### src/hw/rtl/u8dw_pkg.sv
`timescale 1ns / 1ps
`default_nettype none
// ----------------------------------------------------------------------------
// u8dw_pkg - shared types and constants for the UTF-8 display width counter
// Holds the decoder state type, command and escape codes, and the
// combining-mark range check.
// ----------------------------------------------------------------------------
package u8dw_pkg;

  localparam int WIDTH_BITS = 16;    // result field width
  localparam int CODE_BITS  = 21;    // code point width
  localparam int ADD_BITS   = 3;     // columns added per word, at most 4

  localparam logic CMD_DATA = 1'b0;
  localparam logic CMD_END  = 1'b1;

  localparam logic [1:0] PHASE_IDLE = 2'd0;
  localparam logic [1:0] PHASE_ESC  = 2'd1;
  localparam logic [1:0] PHASE_CSI  = 2'd2;

  localparam logic [7:0] BYTE_ESC     = 8'h1B;
  localparam logic [7:0] BYTE_BRACKET = 8'h5B;
  localparam logic [7:0] CSI_PARAM_LO = 8'h20;
  localparam logic [7:0] CSI_PARAM_HI = 8'h3F;
  localparam logic [7:0] CSI_FINAL_LO = 8'h40;
  localparam logic [7:0] CSI_FINAL_HI = 8'h7E;
  localparam logic [7:0] CONT_MASK    = 8'hC0;
  localparam logic [7:0] CONT_TAG     = 8'h80;

  typedef struct packed {
    logic [CODE_BITS-1:0] partial_code;
    logic [1:0]           bytes_pending;
    logic [1:0]           bytes_needed;
    logic [1:0]           escape_phase;
  } dec_state_t;

  function automatic logic zero_width(input logic [CODE_BITS-1:0] cp);
    zero_width = (cp >= 21'h0300 && cp <= 21'h036F) ||
                 (cp >= 21'h1AB0 && cp <= 21'h1AFF) ||
                 (cp >= 21'h1DC0 && cp <= 21'h1DFF) ||
                 (cp >= 21'h20D0 && cp <= 21'h20FF);
  endfunction

endpackage
`default_nettype wire

### src/hw/rtl/utf8_display_width_counter_top.sv
`timescale 1ns / 1ps
`default_nettype none
// ----------------------------------------------------------------------------
// utf8_display_width_counter_top - UTF-8 display width counter
// Counts display columns of a byte string, skipping CSI escapes and
// zero-width combining marks; returns the width at the end word.
// ----------------------------------------------------------------------------
//   channel  dir  handshake            payload
//   in_      in   in_valid/in_ready    in_command, in_data_byte
//   out_     out  out_valid/out_ready  out_display_width
//
// One word per cycle unless an end word stalls: an input register feeds
// the decoder step, whose result updates the state and the column count
// as the word leaves it; an end word also writes the output register then.
// Only an end word can stall, when the output register still holds an
// unread width; data words keep flowing while the width waits.
// Synchronous active-low reset returns to an empty string.
// ----------------------------------------------------------------------------
module utf8_display_width_counter_top #(
  parameter int COUNT_BITS = 16
) (
  input  wire logic                              clk,
  input  wire logic                              rst_n,
  input  wire logic                              in_valid,
  output logic                                   in_ready,
  input  wire logic                              in_command,
  input  wire logic [7:0]                        in_data_byte,
  output logic                                   out_valid,
  input  wire logic                              out_ready,
  output logic [u8dw_pkg::WIDTH_BITS-1:0]        out_display_width
);
  import u8dw_pkg::*;

  logic                    s1_valid_r;
  logic                    s1_cmd_r;
  logic [7:0]              s1_byte_r;
  logic                    s1_fire;
  logic                    out_free;

  dec_state_t              st_r;
  dec_state_t              st_nxt;
  logic [ADD_BITS-1:0]     add_cols;

  logic [COUNT_BITS-1:0]   count_r;
  logic [COUNT_BITS-1:0]   count_nxt;
  logic [COUNT_BITS:0]     count_sum;
  logic [COUNT_BITS-1:0]   count_sat;
  logic [WIDTH_BITS-1:0]   width_sat;

  logic                    out_valid_r;
  logic [WIDTH_BITS-1:0]   out_width_r;

  u8dw_step u_step (
    .st        (st_r),
    .cmd       (s1_cmd_r),
    .data_byte (s1_byte_r),
    .st_nxt    (st_nxt),
    .add_cols  (add_cols)
  );

  assign out_free = !out_valid_r || out_ready;
  assign s1_fire  = s1_valid_r && (s1_cmd_r == CMD_DATA || out_free);
  assign in_ready = !s1_valid_r || s1_fire;

  assign count_sum = {1'b0, count_r} + (COUNT_BITS + 1)'(add_cols);
  assign count_sat = count_sum[COUNT_BITS] ? '1 : count_sum[COUNT_BITS-1:0];
  assign count_nxt = (s1_cmd_r == CMD_END) ? '0 : count_sat;

  generate
    if (COUNT_BITS > WIDTH_BITS) begin : g_clip
      assign width_sat = (|count_sat[COUNT_BITS-1:WIDTH_BITS]) ? '1
                                                               : count_sat[WIDTH_BITS-1:0];
    end else begin : g_ext
      assign width_sat = WIDTH_BITS'(count_sat);
    end
  endgenerate

  always_ff @(posedge clk) begin
    if (!rst_n) begin
      s1_valid_r <= 1'b0;
    end else if (in_ready) begin
      s1_valid_r <= in_valid;
    end
  end

  always_ff @(posedge clk) begin
    if (in_ready && in_valid) begin
      s1_cmd_r  <= in_command;
      s1_byte_r <= in_data_byte;
    end
  end

  always_ff @(posedge clk) begin
    if (!rst_n) begin
      st_r    <= '0;
      count_r <= '0;
    end else if (s1_fire) begin
      st_r    <= st_nxt;
      count_r <= count_nxt;
    end
  end

  always_ff @(posedge clk) begin
    if (!rst_n) begin
      out_valid_r <= 1'b0;
    end else if (s1_fire && s1_cmd_r == CMD_END) begin
      out_valid_r <= 1'b1;
    end else if (out_ready) begin
      out_valid_r <= 1'b0;
    end
  end

  // load the width when the end word retires
  always_ff @(posedge clk) begin
    if (s1_fire && s1_cmd_r == CMD_END) begin
      out_width_r <= width_sat;
    end
  end

  assign out_valid         = out_valid_r;
  assign out_display_width = out_width_r;

endmodule
`default_nettype wire

### src/hw/rtl/u8dw_step.sv
`timescale 1ns / 1ps
`default_nettype none
// ----------------------------------------------------------------------------
// u8dw_step - per-word decoder step
// Combinational next state of the escape / UTF-8 decoder and the number of
// columns one word adds.
// ----------------------------------------------------------------------------
module u8dw_step (
  input  wire u8dw_pkg::dec_state_t         st,
  input  wire logic                         cmd,
  input  wire logic [7:0]                   data_byte,
  output u8dw_pkg::dec_state_t              st_nxt,
  output logic [u8dw_pkg::ADD_BITS-1:0]     add_cols
);
  import u8dw_pkg::*;

  dec_state_t           ns;
  logic                 fresh;
  logic [ADD_BITS-1:0]  add_a;
  logic [ADD_BITS-1:0]  add_b;
  logic [1:0]           pend_inc;
  logic [CODE_BITS-1:0] code_inc;

  always_comb begin
    ns       = st;
    fresh    = 1'b0;
    add_a    = '0;
    add_b    = '0;
    pend_inc = st.bytes_pending + 2'd1;
    code_inc = {st.partial_code[CODE_BITS-7:0], data_byte[5:0]};

    if (cmd == CMD_DATA) begin
      if (st.escape_phase == PHASE_ESC) begin
        ns.escape_phase = PHASE_IDLE;
        if (data_byte == BYTE_BRACKET) begin
          ns.escape_phase = PHASE_CSI;
        end else begin
          add_a = ADD_BITS'(1);
          fresh = 1'b1;
        end
      end else if (st.escape_phase == PHASE_CSI) begin
        if (!(data_byte >= CSI_PARAM_LO && data_byte <= CSI_PARAM_HI)) begin
          ns.escape_phase = PHASE_IDLE;
          fresh = !(data_byte >= CSI_FINAL_LO && data_byte <= CSI_FINAL_HI);
        end
      end else if (st.bytes_needed != 2'd0) begin
        if ((data_byte & CONT_MASK) == CONT_TAG) begin
          ns.partial_code  = code_inc;
          ns.bytes_pending = pend_inc;
          if (pend_inc >= st.bytes_needed) begin
            if (!zero_width(code_inc)) add_a = ADD_BITS'(1);
            ns.partial_code  = '0;
            ns.bytes_pending = 2'd0;
            ns.bytes_needed  = 2'd0;
          end
        end else begin
          // broken sequence: lead plus received continuations, one column each
          add_a            = ADD_BITS'(1) + ADD_BITS'(st.bytes_pending);
          ns.partial_code  = '0;
          ns.bytes_pending = 2'd0;
          ns.bytes_needed  = 2'd0;
          fresh            = 1'b1;
        end
      end else begin
        fresh = 1'b1;
      end

      // handle the byte with nothing open
      if (fresh) begin
        if (data_byte == BYTE_ESC) begin
          ns.escape_phase = PHASE_ESC;
        end else if (data_byte[7] == 1'b0) begin
          add_b = ADD_BITS'(1);
        end else if (data_byte[7:5] == 3'b110) begin
          ns.bytes_needed  = 2'd1;
          ns.bytes_pending = 2'd0;
          ns.partial_code  = CODE_BITS'(data_byte[4:0]);
        end else if (data_byte[7:4] == 4'b1110) begin
          ns.bytes_needed  = 2'd2;
          ns.bytes_pending = 2'd0;
          ns.partial_code  = CODE_BITS'(data_byte[3:0]);
        end else if (data_byte[7:3] == 5'b11110) begin
          ns.bytes_needed  = 2'd3;
          ns.bytes_pending = 2'd0;
          ns.partial_code  = CODE_BITS'(data_byte[2:0]);
        end else begin
          add_b = ADD_BITS'(1);
        end
      end
    end else begin
      if (st.escape_phase == PHASE_ESC) begin
        add_a = ADD_BITS'(1);
      end else if (st.escape_phase == PHASE_IDLE && st.bytes_needed != 2'd0) begin
        add_a = ADD_BITS'(1) + ADD_BITS'(st.bytes_pending);
      end
      ns.partial_code  = '0;
      ns.bytes_pending = 2'd0;
      ns.bytes_needed  = 2'd0;
      ns.escape_phase  = PHASE_IDLE;
    end
  end

  assign st_nxt   = ns;
  assign add_cols = add_a + add_b;

endmodule
`default_nettype wire

### config.mk
export PLATFORM = sky130hd
export DESIGN_NAME = utf8_display_width_counter_top
export DESIGN_NICKNAME = d
export VERILOG_FILES = /design/src/hw/rtl/u8dw_pkg.sv /design/src/hw/rtl/utf8_display_width_counter_top.sv /design/src/hw/rtl/u8dw_step.sv
export SDC_FILE = /design/constraint.sdc
export NUM_CORES = 1
export LEC_CHECK = 0
export ABC_AREA = 1
export CAP_MARGIN = 10
export CORE_ASPECT_RATIO = 1.25
export CORE_MARGIN = 4
export CORE_UTILIZATION = 51
export CTS_BUF_LIST = sky130_fd_sc_hd__clkbuf_16
export DETAILED_ROUTE_END_ITERATION = 10
export DONT_BUFFER_PORTS = 1
export HOLD_SLACK_MARGIN = 0.03
export PLACE_DENSITY_LB_ADDON = 0.12
export SETUP_SLACK_MARGIN = 0.1
export SYNTH_ARGS = -nofsm -noshare
export SYNTH_HDL_FRONTEND = slang
export SYNTH_SLANG_ARGS = --single-unit
export TNS_END_PERCENT = 5
### constraint.sdc
create_clock -name clk -period 7.2 [get_ports clk]
set_clock_uncertainty 0.15 [all_clocks]
set_input_delay 0.72 -clock clk [delete_from_list [all_inputs] [get_ports clk]]
set_output_delay 0.72 -clock clk [all_outputs]
set_load 0.1 [all_outputs]
==> results by stage, run 1 <==
Die:
- The full die area is 8350 um^2.
- The die span in y is 101 um.
- The area of the core is approximately 6600 um^2.
- During I/O placement, the number of pins put on the boundary was 31.
- The starting density of the core is 0.533.
- The die is between 80 and 90 um wide.
- In this run the core area contains 33 standard-cell rows.

Yosys:
- The total number of yosys warnings is 0.
- The number of synthesized flops with an enable pin is 25.
- The most used flip-flop cell after synthesis is sky130_fd_sc_hd__dfxtp_1.
- The distinct cell type count after synthesis is 39.
- Of the post-synthesis cell area, the dominant cell type holds 0.220.
- The area share of fa/ha/maj cells after synthesis is 0.0339.
- After synthesis, the cell types taking the most area are sky130_fd_sc_hd__dfxtp_1 22%, sky130_fd_sc_hd__edfxtp_1 21%, sky130_fd_sc_hd__nand2_1 17%.
- Sorting the synthesized cells by how often they occur yields 162 x sky130_fd_sc_hd__nand2_1, 51 x sky130_fd_sc_hd__inv_1, 43 x sky130_fd_sc_hd__a21oi_1.
- Of the total synthesized cell area, the portion taken by XOR and XNOR cells is 0.0173.
- The number of nets handed over by synthesis was approximately 500.
- The cell area after synthesis is 3540 um^2.
- For this run, asynchronously set or reset flops after synthesis account for 0.
- The share of the Yosys chip area taken by registers is 0.433.
- Of the post-synthesis cell area, the part taken by muxes is 0.
- Synthesis produced a netlist whose cell count is 485.
- The synthesized-area fraction occupied by ao, oa, aoi and oai cells came to 0.119.
- Of the total synthesized cell area, the portion taken by AND, OR, NAND and NOR gates is 0.315.
- Each instance of the synthesized netlist takes up on average 7.30 um^2.
- The library cell with the highest instance count after synthesis is sky130_fd_sc_hd__nand2_1.
- Of all cell types, the one taking the most synthesized area is sky130_fd_sc_hd__dfxtp_1.
- After synthesis the netlist holds a flip-flop and latch count of between 60 and 70.
- The dominant combinational cell family by area after synthesis is simple AND/OR/NAND/NOR gates.

Placed design:
- At the end of routability-driven placement, the weighted congestion stood at 0.870.
- The half-perimeter wire length after detailed placement is 5.60 mm.
- In this run, placement finished with an instance count of 560.
- The number of I/O port buffers is 0.

Timing:
- Based on the critical path, the design can be clocked at up to 255 MHz.
- The slew at the pin closest to its max-slew limit is 1050 ps.
- The worst max-slew margin expressed relative to the limit is 0.297.
- The final max-slew violation count came to 0.
- The share of the clock period used by the worst path is 0.546.
- Setup repair after global routing left no endpoint under its margin.
- In the final timing run, aggregate negative setup slack is 0 ps.
- The final count of hold timing violations is 0.
- The shortest clock period the worst path allows after layout is 3930 ps.
- The number of setup violations in the final report is 0.

Layout:
- The area added between synthesis and finish is 8.87%.
- 0 antenna diodes ended up in the layout.
- The finished layout holds 575 standard cells, fillers aside.
- Of the cells placed in the final design, the portion with a size suffix greater than 1 is 0.0861.
- At the end of the flow, the number of nets in the layout was 506.
- Fill cells in the final layout number 630.

Global routing:
- The via count of the first global-routing pass was 2923.
- The sum of overflow across all layers after global routing is 0.
- The first global-routing pass estimated between 10 and 15 mm of wire.
- The initial antenna violation count is 0.
- In the global route stage, overall resource usage came out at 0.212.
- Entering global routing, the biggest net connects 41 pins.

Setup path:
- The worst setup path is captured at a register.
- The arrival time at the worst endpoint is 3850 ps.
- The startpoint class of the critical path is a register.
- The critical path class is register to register.
- In this design, the critical path's most frequently occurring cell is sky130_fd_sc_hd__nand2_1.
- The cell with the biggest individual delay on the critical path is sky130_fd_sc_hd__ha_1.
- The largest single stage delay on the critical path is ~360 ps.
- Data on the critical path is required at its endpoint by 7120 ps.
- In this run the worst setup path begins at st_r[4]$_SDFFE_PN0P_.
- The launching point of the worst reg2reg path is st_r[4]$_SDFFE_PN0P_.
- Among cell families on the critical path, the largest total delay comes from adder cells.
- The number of buffers and inverters on the critical path is 2.
- The maximum fanout along the worst path is 4.

Min path:
- The path class of the tightest hold or removal check is register to register.
- The worst hold path startpoint is count_r[0]$_SDFFE_PN0P_.

Pwr:
- The power per cell area is 208 nW/um^2.
- In this run the static leakage power is 1.60 nW.
- The worst vdd rail ir drop is 0.130 mV.
- The combinational share of power is 0.044.
- Of the total power, the share spent switching nets is 0.233.
- The relative contribution of sequential cells to total power is 0.494.
- The share of total power dissipated in the clock network is 0.462.
- The switching power of the nets is roughly 0.00019 W.
- Cell internal power was estimated by the tool at a little over 0.0006 W.

Detailed routing:
- The initial DRC count is between 100 and 150.
- The first-pass detailed-route iteration total is 5.
- The wire length per cell after detailed routing is 13.8 um.
- The wire length after detailed routing is 7.93 mm.
- Using the TritonRoute via totals, the vias-per-cell ratio works out to 5.34.
- For this block, the via count after detailed routing is 3068.
- In the routed design, unresolved DRC markers number 0.
- Once detail routing completed, the nets flagged for antenna violations numbered 0.

Clock network:
- TritonCTS built the clock tree.
- The clock net sink count is 64.
- The number of CTS-inserted buffers is 9.
- The number of gates given a new drive strength after cts is 0.
- The count of hold-fix buffers inserted at cts is 0.
- The number of setup buffers added after CTS is 0.
- Counting along the longest clock path gives a buffer depth of 2.
- The tree is rooted in a sky130_fd_sc_hd__clkbuf_16.
- The H-tree was split into 3 levels.
- The clock reaches the later pin of the worst-skew pair after 320 ps.
- Clock-pin slew was measured on the worst setup and hold paths at 50 ps.

Flow run:
- Max-cap violations in this run came to 0.

Run status:
- The run finished with clean final reports.
==> power by group through the flow <==
stage | Clock (W) | Combinational [W] | Sequential [W]
2_1_floorplan | 0 | 0.0000282 | 0.000402
3_3_place_gp | 0 | 0.0000348 | 0.000404
3_5_place_dp | 0 | 0.0000352 | 0.000404
4_1_cts | 0.000382 | 0.0000354 | 0.000397
5_1_grt | 0.000399 | 0.0000399 | 0.000397
6_report | 0.000371 | 0.0000351 | 0.000397
==> cells in the final DEF (no fill, tap or decap), types with 3 or more instances in the layout <==
cell                        count
sky130_fd_sc_hd__nand2_1      162
sky130_fd_sc_hd__inv_1         52
sky130_fd_sc_hd__a21oi_1       43
sky130_fd_sc_hd__dfxtp_1       39
sky130_fd_sc_hd__nor2_1        34
sky130_fd_sc_hd__nand3_1       27
sky130_fd_sc_hd__edfxtp_1      25
sky130_fd_sc_hd__nand4_1        9
sky130_fd_sc_hd__clkbuf_16      9
sky130_fd_sc_hd__o21ai_0        8
sky130_fd_sc_hd__o22ai_1        8
sky130_fd_sc_hd__ha_1           8
sky130_fd_sc_hd__nor3_1         7
sky130_fd_sc_hd__xor2_1         6
sky130_fd_sc_hd__inv_2          4
sky130_fd_sc_hd__or2_2          4
sky130_fd_sc_hd__buf_4          4
sky130_fd_sc_hd__nor2_2         3
sky130_fd_sc_hd__o21ai_2        3
sky130_fd_sc_hd__nand2_2        3
sky130_fd_sc_hd__nand3_2        3
sky130_fd_sc_hd__o21ai_1        3
==> path summary, 6_finish.rpt <==
| path | endpoint | slack, ps | cells after the start |
|---|---|---|---|
| min | count_r[0]$_SDFFE_PN0P_ | 320 | 2 |
| max reg2reg | out_display_width[15]$_DFFE_PP_ | 3270 | 25 |
| min reg2reg | count_r[0]$_SDFFE_PN0P_ | 320 | 2 |
| max | out_display_width[15]$_DFFE_PP_ | 3270 | 25 |
==> registers in the layout (all words and copies together) (netlist names) <==
register and count:
count_r 16, s1_byte_r 8, out_valid 1, s1_valid_r 1, s1_cmd_r 1, out_display_width 16
st_r 21
==> logic make-up (layout without fill, tap and decap cells) <==
group	after synthesis	after routing
simple gates	259	259
compound gates	74	74
buf+inv	72	75
flops	64	64
fa+ha+maj	9	9
xor+xnor	7	7
==> metrics by stage <==
step	utilization	instance area, um^2	setup WS (ps)	hold WS [ps]	total power, W
3_3_place_gp	0.542	3600	3350	308	0.000439
2_1_floorplan	-	3540	3520	300	0.000430
4_1_cts	0.580	3850	3250	322	0.000815
6_report	0.580	3850	3270	320	0.000803
3_5_place_dp	0.542	3600	3250	316	0.000439
5_1_grt	0.580	3850	2840	324	0.000836
==> worst min-delay path, delay by kind of cell, from the launching register on <==
| kind | cells | cell delay (ps) |
|---|---|---|
| compound gates | 1 | 50 |
| flops | 1 | 310 |
| simple gates | 1 | 60 |
==> layer usage <==
| layer | GRT usage | up-vias | wire, um |
|---|---|---|---|
| met4 | 0.127 | 0 | 204 |
| met1 | 0.245 | 1403 | 3400 |
| li1 | - | 1592 | - |
| met3 | 0.0383 | 15 | 207 |
| met2 | 0.360 | 58 | 4110 |
| met5 | 0 | - | 0 |
==> cell type report <==
class                      instances  area (um^2)  area share
multi-input combinational        349         1720       0.446
sequential                        64         1530       0.397
clock buffer                       9          225      0.0584
inverter                          56          213      0.0552
tap                               87          109      0.0282
timing repair buffer               4         30.0     0.00779
clock inverter                     6         28.8     0.00747
Power figures use the tool's default switching activity.
==> run 2: changes to the inputs <==
==> constraint.sdc (replaced) <==
create_clock -name clk -period 3.5 [get_ports clk]
set_clock_uncertainty 0.15 [all_clocks]
set_input_delay 0.35 -clock clk [delete_from_list [all_inputs] [get_ports clk]]
set_output_delay 0.35 -clock clk [all_outputs]
set_load 0.1 [all_outputs]
==> results by stage, run 2 (synthesized netlist as in run 1, its figures left out) <==
Die:
- The area of the core is 6650 um^2 (unchanged).
- The cell row count was 33 (unchanged).
- The starting density of the core is 0.533 (unchanged).
- The die span in y was 101 um (unchanged).
- The number of placed I/O pins is 31 (unchanged).
- The x dimension of the die is 82.5 um (unchanged).
- The full die area is 8350 um^2 (unchanged).

Global routing:
- The largest net degree at the start of global routing is 39 (-4.9%).
- The global-route wire length before repair came to 14.5 mm (+7.4%).
- The initial antenna violation count is 0 (unchanged).
- The sum of overflow across all layers after global routing is 0 (unchanged).
- The via count of the first global-routing pass came to 3233 (+11%).
- The global-route usage over all layers is 0.228 (+0.0154).

Setup path:
- The maximum fanout along the worst path was 4 (unchanged).
- The cell with the most instances on the worst path is sky130_fd_sc_hd__nand2_1.
- The arrival time at the worst endpoint came to 3710 ps (-140 ps).
- The cell with the biggest individual delay on the critical path is sky130_fd_sc_hd__ha_1.
- The required time at the endpoint of the critical path is 3600 ps (-3520 ps).
- The worst reg-to-reg setup slack is -100 ps (-3370 ps).
- The largest incremental delay on the critical path is 370 ps (about the same).
- The startpoint class of the critical path is a register.
- The worst setup path is captured at a register.
- The worst register-to-register path begins at st_r[4]$_SDFFE_PN0P_.
- The number of cell instances on the worst register-to-register path is 28 (+12%).
- The worst reg2reg path endpoint is count_r[11]$_SDFFE_PN0P_.
- The critical path class is register to register.

Clock network:
- The clock insertion delay at the later pin of the skew report is 330 ps (about the same).
- In this run the clock root is driven by a sky130_fd_sc_hd__clkbuf_16.
- TritonCTS built the clock tree.
- The clock transition at the registers of the reported paths is 50 ps (about the same).
- The maximum buffer depth of the clock tree is 2 (unchanged).
- The number of CTS-inserted buffers is 9 (unchanged).
- The clock net sink count was 64 (unchanged).
- The H-tree depth was 3 (unchanged).

Timing:
- The final max-slew violation count is 0 (unchanged).
- The number of setup violations in the final report is 12 (+12).
- The shortest clock period the worst path allows after layout is 3600 ps (-327 ps).
- The top achievable clock speed came to 278 MHz (+9.1%).
- The final worst slack is -101 ps (-3370 ps).
- The share of the clock period used by the worst path is 1.03 (+0.483).
- The final count of hold timing violations was 0 (unchanged).
- The slew at the pin closest to its max-slew limit is 963 ps (-89.7 ps).
- Setup repair after global routing could not meet its margin everywhere.
- The worst max-slew margin expressed relative to the limit is 0.359 (+0.0621).

Run status:
- The flow ran to the end, but the final reports show violations.
- The checks that failed: negative setup slack.

Flow run:
- The number of max-cap violations was 0 (unchanged).

Min path:
- The cell depth of the worst min-delay path is 2 (unchanged).
- The path with the worst hold slack has its endpoint at s1_valid_r$_SDFFE_PN0N_.
- The path type of the worst min-delay path is input port to register.
- The worst hold path begins at in_valid.

Layout:
- The count of filler cells inserted in the layout is 545 (-13%).
- In the layout the commonest cells are 157 x sky130_fd_sc_hd__nand2_1, 54 x sky130_fd_sc_hd__buf_4, 49 x sky130_fd_sc_hd__inv_1.
- Leaving out fill and tap cells, the most frequent cell in the layout is sky130_fd_sc_hd__nand2_1.
- The flip-flop count of the largest register after layout is 21 (unchanged).
- The area of combinational cells with multiple inputs is 1880 um^2 (+9.4%).
- The area added between synthesis and finish is 28.6%.
- The ratio of cells with drive above 1 in the final layout is 0.222 (+0.136).
- The total inserted antenna cells is 0 (unchanged).
- The summed area of non-filler cells in the final layout is 4550 um^2 (+18%).
- The final-stage net count is 567 (+12%).
- The final core utilization is 0.685 (+0.105).
- The register cell area after layout is 1540 um^2 (+0.33%).
- Ranked by flip-flop count, first place goes to st_r.

Detailed routing:
- The wire length after detailed routing is 8.83 mm (+11%).
- The first-pass detailed-route iteration total is 5 (unchanged).
- The number of design rule violations left after detail routing is 0 (unchanged).
- The initial DRC count is 152 (+2.0%).
- The via density per instance came to 5.32 (-0.35%).
- The number of vias after detailed routing is 3387 (+10%).
- The post-route antenna net violation count is 0 (unchanged).
- The wire length per cell after detailed routing is 13.9 um (+0.57%).

Pwr:
- The power per cell area is 395 nW/um^2 (+90%).
- The leakage power of the design is 1.94 nW (+22%).
- The worst vdd rail ir drop is 0.310 mV (+140%).
- The total power is 0.00180 W (+120%).

Placed design:
- The number of I/O port buffers is 0 (unchanged).
- The total placed instance area was 4010 um^2 (+11%).
- The placer congestion estimate is 0.943 (+8.5%).
- The half-perimeter wire length after detailed placement is 6.14 mm (+9.7%).
-- run 2: cell types whose count changed in the layout (fill, tap and decap cells not counted), moves of 5 or more --
| cell | delta |
|---|---|
| sky130_fd_sc_hd__ha_1 | -5 |
| sky130_fd_sc_hd__dlygate4sd3_1 | +10 |
| sky130_fd_sc_hd__buf_4 | +50 |
| sky130_fd_sc_hd__a21oi_2 | +6 |
| sky130_fd_sc_hd__a21oi_1 | -7 |
| sky130_fd_sc_hd__nand2_1 | -5 |
| sky130_fd_sc_hd__ha_4 | +5 |
-- run 2: report_power, final --
part / internal (W) / switching (W)
registers: 0.000785 / 0.0000263
clock network: 0.000550 / 0.000331
logic: 0.0000405 / 0.0000670
-- run 2: timing repair --
item	4_1_cts	5_1_grt
pin swaps	12	13
hold endpoints to repair	10	0
setup endpoints to repair	32	32
resized for setup	12	17
setup buffers	4	0
hold buffers	10	0
-- run 2: layout make-up --
type                       instances  area share
inverter                          56      0.0473
sequential                        64       0.337
tap                               87      0.0239
timing repair buffer              65       0.113
multi-input combinational        349       0.413
clock buffer                       9      0.0495
clock inverter                     7      0.0157
-- run 2: critical path: cells and delay by family (launching register included) --
| kind | cells | cell delay [ps] |
|---|---|---|
| AO/OA/AOI/OAI | 6 | 580 |
| flip-flops | 1 | 360 |
| AND/OR/NAND/NOR | 11 | 800 |
| buffers and inverters | 5 | 330 |
| adder cells (fa/ha/maj) | 5 | 1150 |
| XOR/XNOR | 1 | 160 |
-- run 2: stage by stage --
step	hold slack [ps]	instances	setup slack (ps)	TNS, ps
2_1_floorplan	298	485	11.3	0
3_3_place_gp	299	607	-87.3	-360
3_5_place_dp	299	607	-231	-3110
4_1_cts	32.7	637	-144	-2710
5_1_grt	37.6	637	-335	-5780
6_report	45.0	637	-101	-684
-- run 2: routing by layer --
metal  track usage  vias to the layer above  part of all wire
met2         0.417                       82              0.55
met3        0.0463                       15             0.032
met1         0.245                     1577              0.39
met5             0                        -                 0
met4         0.106                        0             0.028
li1              -                     1713                 -
-- run 2: worst max path at each step --
stage                                     from                              end  slack [ps]  depth (start not counted)
after floorplan           st_r[4]$_SDFFE_PN0P_  out_display_width[15]$_DFFE_PP_          10                         25
after global placement    st_r[4]$_SDFFE_PN0P_  out_display_width[15]$_DFFE_PP_         -90                         25
after detailed placement  st_r[4]$_SDFFE_PN0P_         count_r[11]$_SDFFE_PN0P_        -230                         27
after CTS                 st_r[4]$_SDFFE_PN0P_          count_r[4]$_SDFFE_PN0P_        -140                         25
after global routing      st_r[4]$_SDFFE_PN0P_         count_r[11]$_SDFFE_PN0P_        -330                         28
final                     st_r[4]$_SDFFE_PN0P_         count_r[11]$_SDFFE_PN0P_        -100                         28
==> run 3: changes to the inputs <==
--- a/config.mk
+++ b/config.mk
@@ -8,7 +8,7 @@
 export ABC_AREA = 1
 export CAP_MARGIN = 10
 export CORE_ASPECT_RATIO = 1.25
-export CORE_MARGIN = 4
+export CORE_MARGIN = 1
 export CORE_UTILIZATION = 51
 export CTS_BUF_LIST = sky130_fd_sc_hd__clkbuf_16
 export DETAILED_ROUTE_END_ITERATION = 10
==> results by stage, run 3 (synthesized netlist as in run 1, its figures left out) <==
Pwr:
- The internal power of the cells is 0.00130 W (-5.6%).
- The switching power of the nets is 0.000424 W (-0.16%).
- The power per cell area is 377 nW/um^2 (-4.5%).
- The worst vdd rail ir drop is 0.306 mV (-1.4%).
- The fraction of power spent switching nets is 0.246 (+0.0102).
- The relative contribution of sequential cells to total power is 0.471 (+0.020).
- The leakage power of the design came to 1.98 nW (+1.9%).
- The share of power burned in the clock network was 0.466 (-0.024).
- The combinational share of power is 0.063 (+0.003).

Clock network:
- The clock net sink count was 64 (unchanged).
- The number of CTS-inserted buffers is 9 (unchanged).
- The H-tree depth is 3 (unchanged).
- The clock transition at the registers of the reported paths is 60 ps (about the same).
- The clock tree root driver cell is sky130_fd_sc_hd__clkbuf_16.
- The clock insertion delay at the later pin of the skew report is 330 ps (about the same).
- TritonCTS built the clock tree.
- The maximum buffer depth of the clock tree was 2 (unchanged).

Timing:
- The final max-slew violation count is 0 (unchanged).
- The top achievable clock speed came to 278 MHz (about the same).
- The number of setup violations in the final report is 11 (-1).
- The final worst slack was -98.0 ps (+3.08 ps).
- The worst max-slew margin expressed relative to the limit is 0.395 (+0.0356).
- The final count of hold timing violations is 0 (unchanged).
- The shortest clock period the worst path allows after layout is 3600 ps (-3.08 ps).
- Setup repair after global routing could not meet its margin everywhere.
- The slew at the pin closest to its max-slew limit came to 909 ps (-53.4 ps).
- The share of the clock period used by the worst path is 1.03 (about the same).

Detailed routing:
- The first-pass detailed-route iteration total is 4 (-1).
- The initial DRC count is 130 (-14%).
- The wire length after detailed routing is 8.81 mm (-0.19%).
- The wire length per cell after detailed routing is 13.6 um (-1.7%).
- The number of design rule violations left after detail routing was 0 (unchanged).
- The number of vias after detailed routing is 3391 (+0.12%).
- The via density per instance came to 5.24 (-1.4%).
- The post-route antenna net violation count is 0 (unchanged).

Flow run:
- The number of max-cap violations is 0 (unchanged).

Die:
- The die span in y is 95.2 um (-5.9%).
- The x dimension of the die is 76.5 um (-7.3%).
- The area of the core is 6650 um^2 (unchanged).
- The full die area came to 7280 um^2 (-13%).
- The cell row count is 33 (unchanged).
- The starting density of the core was 0.533 (unchanged).
- The number of placed I/O pins is 31 (unchanged).

Setup path:
- The arrival time at the worst endpoint is 3700 ps (about the same).
- The worst register-to-register path ends at count_r[11]$_SDFFE_PN0P_.
- The maximum fanout along the worst path is 4 (unchanged).
- The worst register-to-register path begins at st_r[4]$_SDFFE_PN0P_.
- STA classifies the critical path endpoint as a register.
- The worst setup path is of the register to register kind.
- The number of cell instances on the worst register-to-register path was 27 (-3.6%).
- The worst reg-to-reg setup slack is -100 ps (about the same).
- The startpoint class of the critical path is a register.
- The required time at the endpoint of the critical path is 3600 ps (about the same).

Run status:
- The final reports fail on negative setup slack.
- The run finished, with violations left.

Placed design:
- The half-perimeter wire length after detailed placement was 6.18 mm (+0.72%).
- The number of I/O port buffers came to 0 (unchanged).
- The setup slack after placement is -173 ps (+57.3 ps).
- The total placed instance area is 4100 um^2 (+2.2%).
- The placer congestion estimate is 0.919 (-2.6%).

Layout:
- The ratio of cells with drive above 1 in the final layout is 0.238 (+0.0157).
- In the layout the commonest cells are 158 x sky130_fd_sc_hd__nand2_1, 65 x sky130_fd_sc_hd__buf_4, 49 x sky130_fd_sc_hd__inv_1.
- Leaving out fill and tap cells, the most frequent cell in the layout is sky130_fd_sc_hd__nand2_1.
- The register ranked first by flip-flop count is st_r.
- From synthesis to final layout, the design area changed by 28.9%.
- The flip-flop count of the largest register after layout is 21 (unchanged).
- The final-stage net count is 577 (+1.8%).
- The summed area of non-filler cells in the final layout is 4570 um^2 (+0.27%).
- The total inserted antenna cells is 0 (unchanged).

Min path:
- The path type of the worst min-delay path is input port to register.
- The hold-critical path endpoint is s1_valid_r$_SDFFE_PN0N_.
- The cell depth of the worst min-delay path is 2 (unchanged).
- The worst hold path begins at in_valid.

Global routing:
- The via count of the first global-routing pass came to 3305 (+2.2%).
- The global-route wire length before repair was 14.6 mm (+0.85%).
- The largest net degree at the start of global routing came to 39 (unchanged).
- The sum of overflow across all layers after global routing is 0 (unchanged).
- The initial antenna violation count came to 0 (unchanged).
- The global-route usage over all layers was 0.257 (+0.0292).
## run 3: changes by cell type in the layout (fill, tap and decap cells not counted), moves of 3 or more
cell                      change
sky130_fd_sc_hd__a21oi_1      +3
sky130_fd_sc_hd__a21oi_2      -3
sky130_fd_sc_hd__buf_4       +11
sky130_fd_sc_hd__dfxtp_1      -3
sky130_fd_sc_hd__dfxtp_2      +4
## run 3: metal layers
metal / share of wire / wire length (um) / track usage / up-vias
met2: 0.54 / 4730 / 0.480 / 74
met1: 0.40 / 3540 / 0.278 / 1570
met3: 0.031 / 275 / 0.0507 / 21
met5: 0 / 0 / 0 / -
met4: 0.031 / 271 / 0.127 / 0
li1: - / - / - / 1726
## run 3: worst max path at each step
| stage | from | to | slack (ps) | depth (start not counted) |
|---|---|---|---|---|
| 6_report | st_r[4]$_SDFFE_PN0P_ | count_r[11]$_SDFFE_PN0P_ | -100 | 27 |
| 5_1_grt | st_r[4]$_SDFFE_PN0P_ | count_r[11]$_SDFFE_PN0P_ | -380 | 28 |
| 4_1_cts | st_r[4]$_SDFFE_PN0P_ | count_r[10]$_SDFFE_PN0P_ | -80 | 26 |
| 3_5_place_dp | st_r[4]$_SDFFE_PN0P_ | count_r[11]$_SDFFE_PN0P_ | -170 | 27 |
| 3_3_place_gp | st_r[14]$_SDFFE_PN0P_ | out_display_width[11]$_DFFE_PP_ | -90 | 26 |
| 2_1_floorplan | st_r[4]$_SDFFE_PN0P_ | out_display_width[15]$_DFFE_PP_ | 10 | 25 |
## run 3: cell type report
| type | count | area (um^2) |
|---|---|---|
| tap | 87 | 109 |
| sequential | 64 | 1540 |
| multi-input combinational | 349 | 1850 |
| clock buffer | 9 | 225 |
| inverter | 56 | 215 |
| fill | 554 | 2080 |
| clock inverter | 7 | 41.3 |
| timing repair buffer | 75 | 588 |
## run 3: stage by stage
step / utilization / power [W] / setup TNS (ps) / instances / hold slack, ps
2_1_floorplan: - / 0.000885 / 0 / 485 / 298
3_3_place_gp: 0.617 / 0.000920 / -602 / 619 / 299
3_5_place_dp: 0.617 / 0.000922 / -2310 / 619 / 299
4_1_cts: 0.681 / 0.00174 / -858 / 646 / 39.3
5_1_grt: 0.687 / 0.00178 / -8020 / 647 / 65.6
6_report: 0.687 / 0.00172 / -745 / 647 / 49.9
## run 3: repair_timing
item                                    CTS  global route
gates resized for setup                  13            15
hold buffers                             10             0
endpoints found under the hold margin    10             0
pin swaps                                 8             7
setup buffers                             1             1
endpoints found under the setup margin   32            32
## run 3: power groups by stage
| stage | logic [W] | registers, W | clock network [W] |
|---|---|---|---|
| 6_report | 0.000109 | 0.000812 | 0.000802 |
| 4_1_cts | 0.000107 | 0.000812 | 0.000821 |
| 3_5_place_dp | 0.0000945 | 0.000828 | 0 |
| 2_1_floorplan | 0.0000588 | 0.000826 | 0 |
| 3_3_place_gp | 0.0000929 | 0.000827 | 0 |
| 5_1_grt | 0.000119 | 0.000813 | 0.000849 |
## run 3: critical path, stage by stage, from the launching register on
cell and delay, ps:
sky130_fd_sc_hd__dfxtp_2 340, sky130_fd_sc_hd__ha_4 280, sky130_fd_sc_hd__ha_4 200, sky130_fd_sc_hd__a21oi_4 140
sky130_fd_sc_hd__inv_2 50, sky130_fd_sc_hd__nand2_1 50, sky130_fd_sc_hd__inv_1 40, sky130_fd_sc_hd__nand4_1 60
sky130_fd_sc_hd__nand2_1 50, sky130_fd_sc_hd__nand2_1 60, sky130_fd_sc_hd__nand2_1 40, sky130_fd_sc_hd__nand2_1 70
sky130_fd_sc_hd__a21oi_2 60, sky130_fd_sc_hd__ha_2 310, sky130_fd_sc_hd__ha_1 160, sky130_fd_sc_hd__inv_1 60
sky130_fd_sc_hd__fa_2 350, sky130_fd_sc_hd__o21ai_2 170, sky130_fd_sc_hd__nand2_2 100, sky130_fd_sc_hd__nor2_4 150
sky130_fd_sc_hd__nand2_2 90, sky130_fd_sc_hd__inv_2 90, sky130_fd_sc_hd__nand2_4 60, sky130_fd_sc_hd__inv_4 100
sky130_fd_sc_hd__a21oi_2 40, sky130_fd_sc_hd__o21ai_2 70, sky130_fd_sc_hd__nand2_1 70, sky130_fd_sc_hd__a21oi_1 110
